==> src/rtl/core/rsl_pkg.sv <==
// Package for the request slot table: word types, codes and defaults.
`timescale 1ns / 1ps
`default_nettype none
package rsl_pkg;

    // Default table depth
    localparam int unsigned NUM_SLOTS_DEF = 8;

    // Configuration register
    localparam logic [3:0] SLOTS_IN_USE_RESET = 4'd8;
    localparam logic       REG_SLOTS_IN_USE   = 1'b0;

    typedef enum logic {
        OP_LOOKUP  = 1'b0,
        OP_RELEASE = 1'b1
    } op_t;

    typedef enum logic [2:0] {
        ST_HIT      = 3'd0,
        ST_ALLOC    = 3'd1,
        ST_FULL     = 3'd2,
        ST_RELEASED = 3'd3,
        ST_REL_MISS = 3'd4
    } status_t;

    // Input word
    typedef struct packed {
        op_t         op;
        logic [6:0]  request_id;
        logic [27:0] remote_id;
        logic [3:0]  group_num;
    } req_word_t;

    // Result word
    typedef struct packed {
        logic [2:0] slot_index;
        status_t    status;
    } rsp_word_t;

    // Key stored in each slot
    typedef struct packed {
        logic [6:0]  request_id;
        logic [27:0] remote_id;
        logic [3:0]  group_num;
    } key_t;

    // Search wave handed from cell to cell; indexes keep the low 3 bits
    typedef struct packed {
        logic       live;
        logic       hit;
        logic [2:0] hit_idx;
        logic       free;
        logic [2:0] free_idx;
    } carry_t;

    // Update broadcast to all cells at the end of a search
    typedef struct packed {
        logic alloc;
        logic release_slot;
    } commit_t;

endpackage
`default_nettype wire

==> src/rtl/core/rsl_slot_cell.sv <==
// One slot of the table: stored key, valid bit and one stage of the search wave.
`timescale 1ns / 1ps
`default_nettype none
module rsl_slot_cell #(
    parameter int unsigned SLOT_NUM = 0
) (
    input  wire logic             clk,
    input  wire logic             rst_n,
    input  wire logic [3:0]       slots_in_use,
    input  wire rsl_pkg::key_t    key,
    input  wire rsl_pkg::carry_t  carry_in,
    input  wire rsl_pkg::commit_t commit,
    output rsl_pkg::carry_t       carry_out
);
    import rsl_pkg::*;

    localparam logic [2:0] SLOT_LOW = 3'(SLOT_NUM % 8);

    logic    valid_reg;
    key_t    slot_key_reg;
    logic    sel_hit_reg;
    logic    sel_free_reg;
    carry_t  carry_reg;
    carry_t  carry_next;
    logic    active;
    logic    hit_here;
    logic    free_here;

    // Slot takes part only below the configured count
    assign active    = 32'(SLOT_NUM) < 32'(slots_in_use);
    assign hit_here  = active && valid_reg && (slot_key_reg == key);
    assign free_here = active && !valid_reg;

    // Merge this slot into the wave; lower slots win
    always_comb
    begin
        carry_next.live     = carry_in.live;
        carry_next.hit      = carry_in.hit | hit_here;
        carry_next.hit_idx  = carry_in.hit ? carry_in.hit_idx : SLOT_LOW;
        carry_next.free     = carry_in.free | free_here;
        carry_next.free_idx = carry_in.free ? carry_in.free_idx : SLOT_LOW;
    end

    // Wave register and local selection flags
    always_ff @(posedge clk or negedge rst_n)
    begin
        if (!rst_n)
        begin
            carry_reg    <= '0;
            sel_hit_reg  <= 1'b0;
            sel_free_reg <= 1'b0;
        end
        else
        begin
            carry_reg <= carry_next;
            if (carry_in.live)
            begin
                sel_hit_reg  <= hit_here && !carry_in.hit;
                sel_free_reg <= free_here && !carry_in.free;
            end
        end
    end

    // Valid bit: set on allocate, cleared on release
    always_ff @(posedge clk or negedge rst_n)
    begin
        if (!rst_n)
        begin
            valid_reg <= 1'b0;
        end
        else if (commit.alloc && sel_free_reg)
        begin
            valid_reg <= 1'b1;
        end
        else if (commit.release_slot && sel_hit_reg)
        begin
            valid_reg <= 1'b0;
        end
    end

    // Key storage
    always_ff @(posedge clk)
    begin
        if (commit.alloc && sel_free_reg)
        begin
            slot_key_reg <= key;
        end
    end

    assign carry_out = carry_reg;

endmodule
`default_nettype wire

==> src/rtl/core/request_slot_table.sv <==
// accept registers the word and launch_reg; done comes from the wave register of the last cell.
// A new word is taken only once busy has dropped after done; the search wave walks the
//   chain of slot cells one cell per cycle, then the update is applied.
// done is high for exactly one cycle with rsp_word; the receiver cannot stall.
// Reset: every slot free, slots_in_use = 8, block idle.
`timescale 1ns / 1ps
`default_nettype none
module request_slot_table #(
    parameter int unsigned NUM_SLOTS = rsl_pkg::NUM_SLOTS_DEF
) (
    input  wire logic               clk,
    input  wire logic               rst_n,
    // command channel
    input  wire logic               start,
    input  wire rsl_pkg::req_word_t req_word,
    output logic                    busy,
    output logic                    done,
    output rsl_pkg::rsp_word_t      rsp_word,
    // configuration port
    input  wire logic               psel,
    input  wire logic               penable,
    input  wire logic               pwrite,
    input  wire logic [2:0]         paddr,
    input  wire logic [31:0]        pwdata,
    output logic [31:0]             prdata,
    output logic                    pready
);
    import rsl_pkg::*;

    logic [3:0]  slots_reg;
    logic        busy_reg;
    logic        busy_next;
    logic        launch_reg;
    op_t         op_reg;
    key_t        key_reg;
    logic        accept;
    logic        cfg_write;
    carry_t      chain [NUM_SLOTS+1];
    carry_t      last;
    commit_t     commit;
    logic [NUM_SLOTS-1:0] live_vec;

    assign accept = start && !busy_reg;

    // Configuration register
    assign pready    = 1'b1;
    assign cfg_write = psel && penable && pwrite && (paddr[2] == REG_SLOTS_IN_USE);

    always_ff @(posedge clk or negedge rst_n)
    begin
        if (!rst_n)
        begin
            slots_reg <= SLOTS_IN_USE_RESET;
        end
        else if (cfg_write)
        begin
            slots_reg <= pwdata[3:0];
        end
    end

    assign prdata = (paddr[2] == REG_SLOTS_IN_USE) ? {28'd0, slots_reg} : 32'd0;

    // Busy from accept until the wave leaves the last cell
    always_comb
    begin
        busy_next = busy_reg;
        if (accept)
        begin
            busy_next = 1'b1;
        end
        else if (last.live)
        begin
            busy_next = 1'b0;
        end
    end

    always_ff @(posedge clk or negedge rst_n)
    begin
        if (!rst_n)
        begin
            busy_reg   <= 1'b0;
            launch_reg <= 1'b0;
        end
        else
        begin
            busy_reg   <= busy_next;
            launch_reg <= accept;
        end
    end

    // Held request key and operation
    always_ff @(posedge clk)
    begin
        if (accept)
        begin
            op_reg             <= req_word.op;
            key_reg.request_id <= req_word.request_id;
            key_reg.remote_id  <= req_word.remote_id;
            key_reg.group_num  <= req_word.group_num;
        end
    end

    assign busy = busy_reg;

    // Chain of slot cells
    assign chain[0] = '{live: launch_reg, hit: 1'b0, hit_idx: 3'd0,
                        free: 1'b0, free_idx: 3'd0};

    for (genvar i = 0; i < NUM_SLOTS; i++)
    begin : g_cell
        rsl_slot_cell #(
            .SLOT_NUM (i)
        ) u_cell (
            .clk          (clk),
            .rst_n        (rst_n),
            .slots_in_use (slots_reg),
            .key          (key_reg),
            .carry_in     (chain[i]),
            .commit       (commit),
            .carry_out    (chain[i+1])
        );
        assign live_vec[i] = chain[i+1].live;
    end

    assign last = chain[NUM_SLOTS];

    // Decision at the end of the chain
    always_comb
    begin
        commit              = '0;
        rsp_word.slot_index = 3'd0;
        rsp_word.status     = ST_FULL;
        unique case (op_reg)
            OP_LOOKUP:
            begin
                if (last.hit)
                begin
                    rsp_word.slot_index = last.hit_idx;
                    rsp_word.status     = ST_HIT;
                end
                else if (last.free)
                begin
                    rsp_word.slot_index = last.free_idx;
                    rsp_word.status     = ST_ALLOC;
                    commit.alloc        = last.live;
                end
                else
                begin
                    rsp_word.status = ST_FULL;
                end
            end
            OP_RELEASE:
            begin
                if (last.hit)
                begin
                    rsp_word.slot_index = last.hit_idx;
                    rsp_word.status     = ST_RELEASED;
                    commit.release_slot = last.live;
                end
                else
                begin
                    rsp_word.status = ST_REL_MISS;
                end
            end
            default:
            begin
                rsp_word.status = ST_REL_MISS;
            end
        endcase
    end

    assign done = last.live;

    // Checks
    a_done_busy: assert property (@(posedge clk) disable iff (!rst_n)
        done |-> busy_reg)
        else $error("done outside a busy window");

    a_accept_busy: assert property (@(posedge clk) disable iff (!rst_n)
        accept |=> (busy_reg && launch_reg))
        else $error("accepted word did not launch a search");

    a_done_idle: assert property (@(posedge clk) disable iff (!rst_n)
        done |=> !busy_reg)
        else $error("busy held after done");

    a_one_wave: assert property (@(posedge clk) disable iff (!rst_n)
        $onehot0(live_vec))
        else $error("more than one search wave in the chain");

endmodule
`default_nettype wire

==> config.mk <==
export PLATFORM = sky130hd
export DESIGN_NAME = request_slot_table
export DESIGN_NICKNAME = d
export VERILOG_FILES = /design/src/rtl/core/rsl_pkg.sv /design/src/rtl/core/rsl_slot_cell.sv /design/src/rtl/core/request_slot_table.sv
export SDC_FILE = /design/constraint.sdc
export NUM_CORES = 1
export LEC_CHECK = 0
export BUFFER_PORTS_ARGS = -buffer_cell sky130_fd_sc_hd__buf_2
export CORE_MARGIN = 4
export CORE_UTILIZATION = 54
export CTS_CLUSTER_DIAMETER = 40
export DETAILED_ROUTE_END_ITERATION = 7
export PLACE_DENSITY_LB_ADDON = 0.3
export SLEW_MARGIN = 20
export SYNTH_ARGS = -nofsm -noshare
export SYNTH_HDL_FRONTEND = slang
export SYNTH_SLANG_ARGS = --single-unit
==> constraint.sdc <==
create_clock -name clk -period 2.9 [get_ports clk]
set_clock_uncertainty 0.1 [all_clocks]
set_input_delay 0.435 -clock clk [delete_from_list [all_inputs] [get_ports clk]]
set_output_delay 0.435 -clock clk [all_outputs]
set_load 0.03 [all_outputs]
==> results of run 1 <==
[cells by family after synthesis]
family / Yosys count / synth area share, %
other: 2 / 0.0424
muxes: 11 / 0.699
and+or+nand+nor: 211 / 7.04
AOI/OAI and AO/OA: 41 / 1.77
DFF: 440 / 72.1
buffers and inverters: 95 / 3.45
xor gates and xnor gates: 302 / 14.9
[placed cells by master (no fill, tap or decap), types with 26 or more instances in the layout]
| master | synthesis | routed |
|---|---|---|
| buf_4 | 36 | 71 |
| nand2_1 | 26 | 26 |
| conb_1 | 2 | 29 |
| edfxtp_1 | 352 | 352 |
| xnor2_1 | 178 | 178 |
| dlygate4sd3_1 | 0 | 45 |
| nand4_1 | 49 | 49 |
| nor4_1 | 36 | 36 |
| xor2_1 | 124 | 124 |
| clkbuf_16 | 0 | 54 |
| dfrtp_1 | 87 | 87 |
| nand2b_1 | 33 | 33 |
| buf_2 | 22 | 61 |
[through the flow]
| stage | instance area, sq um | setup WS [ns] | util (%) | instances | hold WS, ns |
|---|---|---|---|---|---|
| CTS | 21100 | 0.498 | 65.0 | 1780 | 0.0437 |
| global placement | 18900 | 0.531 | 58.2 | 1640 | 0.262 |
| global route | 21100 | 0.344 | 65.0 | 1780 | 0.0636 |
| finish | 21100 | 0.410 | 65.0 | 1780 | 0.0634 |
| floorplan | 17800 | 0.376 | - | 1129 | 0.0394 |
| detailed placement | 18900 | 0.489 | 58.2 | 1640 | 0.260 |
[power breakdown]
| group | total, mW | switching, mW | internal, mW | leakage, nW |
|---|---|---|---|---|
| logic | 0.581 | 0.327 | 0.254 | 2.45 |
| clock network | 6.48 | 2.57 | 3.91 | 0.842 |
| registers | 7.11 | 0.135 | 6.97 | 4.25 |
[path summary, 6_finish.rpt]
kind	slack [ns]	depth (start not counted)	to	from
hold reg to reg	0.28	0	g_cell[4].u_cell.carry_out[8]$_DFF_PN0_	g_cell[3].u_cell.carry_out[8]$_DFF_PN0_
min in group asynchronous	0.41	2	g_cell[7].u_cell.carry_out[8]$_DFF_PN0_	rst_n
setup / recovery	0.41	6	g_cell[4].u_cell.sel_hit_reg$_DFFE_PN0P_	key_reg[24]$_DFFE_PP_
max in group asynchronous	1.78	2	slots_reg[0]$_DFFE_PN0P_	rst_n
setup reg to reg	0.41	6	g_cell[4].u_cell.sel_hit_reg$_DFFE_PN0P_	key_reg[24]$_DFFE_PP_
hold / removal	0.06	3	busy$_DFFE_PN0P_	start
[routing by layer]
| metal | wire [um] | share of wire [%] | global-route usage, % | up-vias |
|---|---|---|---|---|
| met5 | 0 | 0 | 0 | - |
| met4 | 980 | 2.6 | 6.33 | 0 |
| met3 | 2380 | 6.4 | 3.48 | 67 |
| met2 | 17700 | 48 | 33.5 | 324 |
| met1 | 16100 | 43 | 29.8 | 4738 |
| li1 | - | - | - | 4287 |
[worst max-delay path, stage by stage (launching register included)]
cell      delay [ns]
edfxtp_1        0.61
buf_4           0.27
xnor2_1         0.13
nand4_1         0.14
nor4_1          0.63
nand3_1         0.26
o31ai_1         0.25
[layout make-up]
class | instances | area (sq um)
sequential | 440 | 12800
fill | 2265 | 11400
multi-input combinational | 594 | 4460
timing repair buffer | 187 | 1480
clock buffer | 64 | 1400
tap | 442 | 553
clock inverter | 31 | 343
inverter | 22 | 82.6
==> impl_metrics.csv, run 1 <==
group,metric,value,unit
run_status,outcome,"complete, no violations",
cts,root_buffer,"clkbuf_16",
cts,clk_latency,0.57,ns
yosys,syn_inst,1102,
yosys,synthFlopType,"edfxtp_1",
timing,tightest_slew,0.829,ns
cts,postCtsSetupBuffers,0,
global_routing,grt_pass1_wl,56.3,mm
cells_and_area,layout.nets,1379,
timing,period_share,85.9,%
worst_hold_path,hold_class,"input port to register",
cts,cts_buffer_depth,3,
cells_and_area,largest_register_ffs,312,
cts,holdBufCountCts,45,
timing,slew_violations,0,
timing,relSlewSlack,44.4,%
yosys,yosysTopAreaCell,"edfxtp_1",
timing,hold_viol_final,0,
setup_path,end_kind,"register",
yosys,ys_ff_latch,440,
timing,fin_tns_setup,0,ns
yosys,ys_async_sr_fraction,20.0,%
floorplanning,die_area,35800,sq um
timing,rsz0062_at_grt,"false",
setup_path,arrival,2.86,ns
floorplanning,rows,66,
global_routing,grt_max_degree,89,
power_and_ir_drop,total_power,14.2,mW
timing,setup_violations,0,
routing,via_count,9416,
power_and_ir_drop,peakVddDrop,0.543,mV
floorplanning,die_w,189,um
timing,post-route-min-period,2.49,ns
setup_path,path_max_fanout,9,
yosys,synth.distinct_cells,49,
power_and_ir_drop,p_leak,7.54,nW
yosys,yosysWarnings,0,
routing,viasPerCell,5.29,
floorplanning,initial_core_util,54.6,%
yosys,synth.most_common_cell,"edfxtp_1",
routing,wl,37.2,mm
place,io_buffers,62,
floorplanning,core_area,32500,sq um
cts,htree_levels,2,
cells_and_area,antenna_cells,0,
routing,drc,0,
yosys,synth_top_area_share,59.6,%
yosys,yosysSeqAreaShare,72.1,%
cells_and_area,drive_gt1_share,18.9,%
flow_run,cap_violations,0,
cts,cts_resized,0,
cts,cts_tree,"done",
cts,clkTransAtPathRegs,0.06,ns
yosys,synth_area,17700,sq um
global_routing,overflow,0,
cells_and_area,area_growth,19.0,%
place,hpwl,24.2,mm
yosys,synth_area_leaders,"edfxtp_1 60%, dfrtp_1 12%, xnor2_1 8.8%",
place,gp_congestion,0.809,
global_routing,grt_pass1_vias,9345,
global_routing,grt_usage,20.9,%
setup_path,critPathLaunchType,"register",
setup_path,criticalPathCategory,"register to register",
routing,drtPass1Iterations,8,
floorplanning,io_pins,122,
setup_path,required,3.27,ns
floorplanning,fp.dieH,189,um
power_and_ir_drop,power_density,672,nW/um^2
cts,cts_buffers,53,
routing,wl_per_cell,20.9,um
timing,max_freq,402,MHz
global_routing,antenna_found_initial,0,
yosys,avgSynthCellArea,16.1,sq um
yosys,synth-edff-count,352,
routing,postRouteAntennaNets,0,
cts,clock-sinks,440,
routing,drtIter0Drc,689,
yosys,ys_top_cells_by_count,"352 x edfxtp_1, 178 x xnor2_1, 124 x xor2_1, 87 x dfrtp_1, 49 x nand4_1",
No activity file was read; power rests on OpenSTA's default activity.
==> run 2, diff against run 1 <==
Settings changed: RECOVER_POWER set to 100.
==> run 2 against run 1 <==
  * Wire length is essentially flat
  * Sequential power barely moved
  * Fmax is 5.0% lower
  * Largest cell class unchanged
  * Clock power is essentially flat
  * Final cell count did not move
  * Combinational power is 3.4% lower
  * Highest routed layer unchanged
==> impl_metrics.csv, run 2 (synthesis gave the netlist of run 1 again) <==
group,metric,value,unit
routing,wl,37.2,mm
run_status,outcome,"complete, no violations",
floorplanning,rows,66,
routing,postRouteAntennaNets,0,
setup_path,crit_family,"simple AND/OR/NAND/NOR gates",
cts,root_buffer,"clkbuf_16",
setup_path,required,3.26,ns
power_and_ir_drop,power_frac_clock,45.8,%
power_and_ir_drop,power_density,682,nW/um^2
routing,drtPass1Iterations,7,
power_and_ir_drop,p_seq_share,50.2,%
global_routing,grt_max_degree,89,
power_and_ir_drop,switchingPower,3.04,mW
power_and_ir_drop,swShare,21.5,%
routing,drc,0,
global_routing,overflow,0,
power_and_ir_drop,comb_power_share,4.0,%
floorplanning,initial_core_util,54.6,%
cts,cts_tree,"done",
timing,slew_violations,0,
setup_path,critPathLaunchType,"register",
cells_and_area,layout.cells.non_filler,1780,
setup_path,end_kind,"register",
floorplanning,die_w,189,um
routing,via_count,9447,
cells_and_area,layout.nets,1379,
cells_and_area,final_common_cell,"edfxtp_1",
cells_and_area,antenna_cells,0,
setup_path,criticalPathCategory,"register to register",
floorplanning,fp.dieH,189,um
global_routing,grt_pass1_wl,56.3,mm
cells_and_area,largest_register_ffs,312,
global_routing,grt_usage,20.9,%
power_and_ir_drop,peakVddDrop,0.543,mV
cts,cts_buffer_depth,3,
place,io_buffers,62,
cts,clkTransAtPathRegs,0.05,ns
power_and_ir_drop,p_leak,7.29,nW
setup_path,cp_num_buf_inv,1,
cts,cts_buffers,53,
global_routing,antenna_found_initial,1,
global_routing,grt_pass1_vias,9345,
place,place_inst,1640,
cells_and_area,drive_gt1_share,14.1,%
place,dp_slack,0.489,ns
cts,clk_latency,0.57,ns
cts,postCtsSetupBuffers,0,
setup_path,cp_cell_sequence,"clkbuf_1 > xor2_1 > or4_1 > nor4_2 > nand4_1 > o31ai_2",
floorplanning,io_pins,122,
floorplanning,core_area,32500,sq um
setup_path,crit_path_max_incr_delay,0.65,ns
routing,wl_per_cell,20.9,um
place,hpwl,24.2,mm
routing,viasPerCell,5.31,
timing,hold_viol_final,0,
timing,fin_tns_setup,0,ns
flow_run,cap_violations,0,
worst_hold_path,hold_class,"input port to register",
timing,relSlewSlack,16.8,%
timing,post-route-min-period,2.62,ns
timing,max_freq,382,MHz
setup_path,arrival,2.98,ns
floorplanning,die_area,35800,sq um
timing,tightest_slew,1.25,ns
cells_and_area,layout_common_cells,"352 x edfxtp_1, 178 x xnor2_1, 124 x xor2_1",
routing,drtIter0Drc,709,
cts,htree_levels,2,
setup_path,critPathSlowestCell,"edfxtp_1",
timing,rsz0062_at_grt,"false",
timing,worst_slack,0.279,ns
setup_path,path_max_fanout,8,
power_and_ir_drop,intPower,11.1,mW
timing,period_share,90.4,%
place,gp_congestion,0.809,
timing,setup_violations,0,
cts,clock-sinks,440,
cells_and_area,area_growth,17.2,%
run 2: path summary, 6_finish.rpt:
check | startpoint | end | slack (ns) | cells after the start
setup / recovery | key_reg[28]$_DFFE_PP_ | g_cell[1].u_cell.sel_hit_reg$_DFFE_PN0P_ | 0.28 | 6
hold / removal | start | busy$_DFFE_PN0P_ | 0.06 | 3
setup reg to reg | key_reg[28]$_DFFE_PP_ | g_cell[1].u_cell.sel_hit_reg$_DFFE_PN0P_ | 0.28 | 6
hold reg to reg | g_cell[0].u_cell.carry_out[8]$_DFF_PN0_ | g_cell[1].u_cell.carry_out[8]$_DFF_PN0_ | 0.28 | 0
max in group asynchronous | rst_n | slots_reg[0]$_DFFE_PN0P_ | 1.78 | 2
min in group asynchronous | rst_n | g_cell[7].u_cell.carry_out[8]$_DFF_PN0_ | 0.42 | 2
run 2: area by class of cell:
class | count | area, sq um
clock buffers | 64 | 1400
fillers | 2350 | 11700
well taps | 442 | 553
flip-flops and latches | 440 | 12800
inverters | 22 | 82.6
multi-input cells | 594 | 4450
repair buffers | 187 | 1170
clock inverters | 31 | 343
run 2: worst register-to-register path: stages (launching register included):
cell,delay (ns)
edfxtp_1,0.65
clkbuf_1,0.51
xor2_1,0.14
or4_1,0.52
nor4_2,0.20
nand4_1,0.20
o31ai_2,0.21
run 2: per-layer routing:
metal  track usage (%)  wire length, um  vias to the layer above
li1                  -                -                     4297
met1              29.8            15800                     4736
met2              33.5            17800                      347
met3              3.48             2590                       67
met4              6.33              947                        0
met5                 0                0                        -
run 2: power by group through the flow:
| stage | Combinational [mW] | Sequential (mW) | Clock, mW |
|---|---|---|---|
| global placement | 0.522 | 7.23 | 0 |
| detailed placement | 0.536 | 7.24 | 0 |
| global route | 0.618 | 7.13 | 6.92 |
| CTS | 0.585 | 7.11 | 6.62 |
| finish | 0.561 | 7.11 | 6.49 |
| floorplan | 0.410 | 7.17 | 0 |
run 2: through the flow:
step           utilization [%]  area [sq um]  power [mW]  hold WS [ns]
6_report                  64.0         20800        14.2        0.0638
4_1_cts                   65.0         21100        14.3        0.0437
2_1_floorplan                -         17800        7.58        0.0394
3_5_place_dp              58.2         18900        7.78         0.260
5_1_grt                   64.0         20800        14.7        0.0636
3_3_place_gp              58.2         18900        7.76         0.262
run 2: what timing repair did:
action	in CTS	in global routing
gates resized for setup	0	0
endpoints found under the hold margin	57	0
hold buffers	45	0
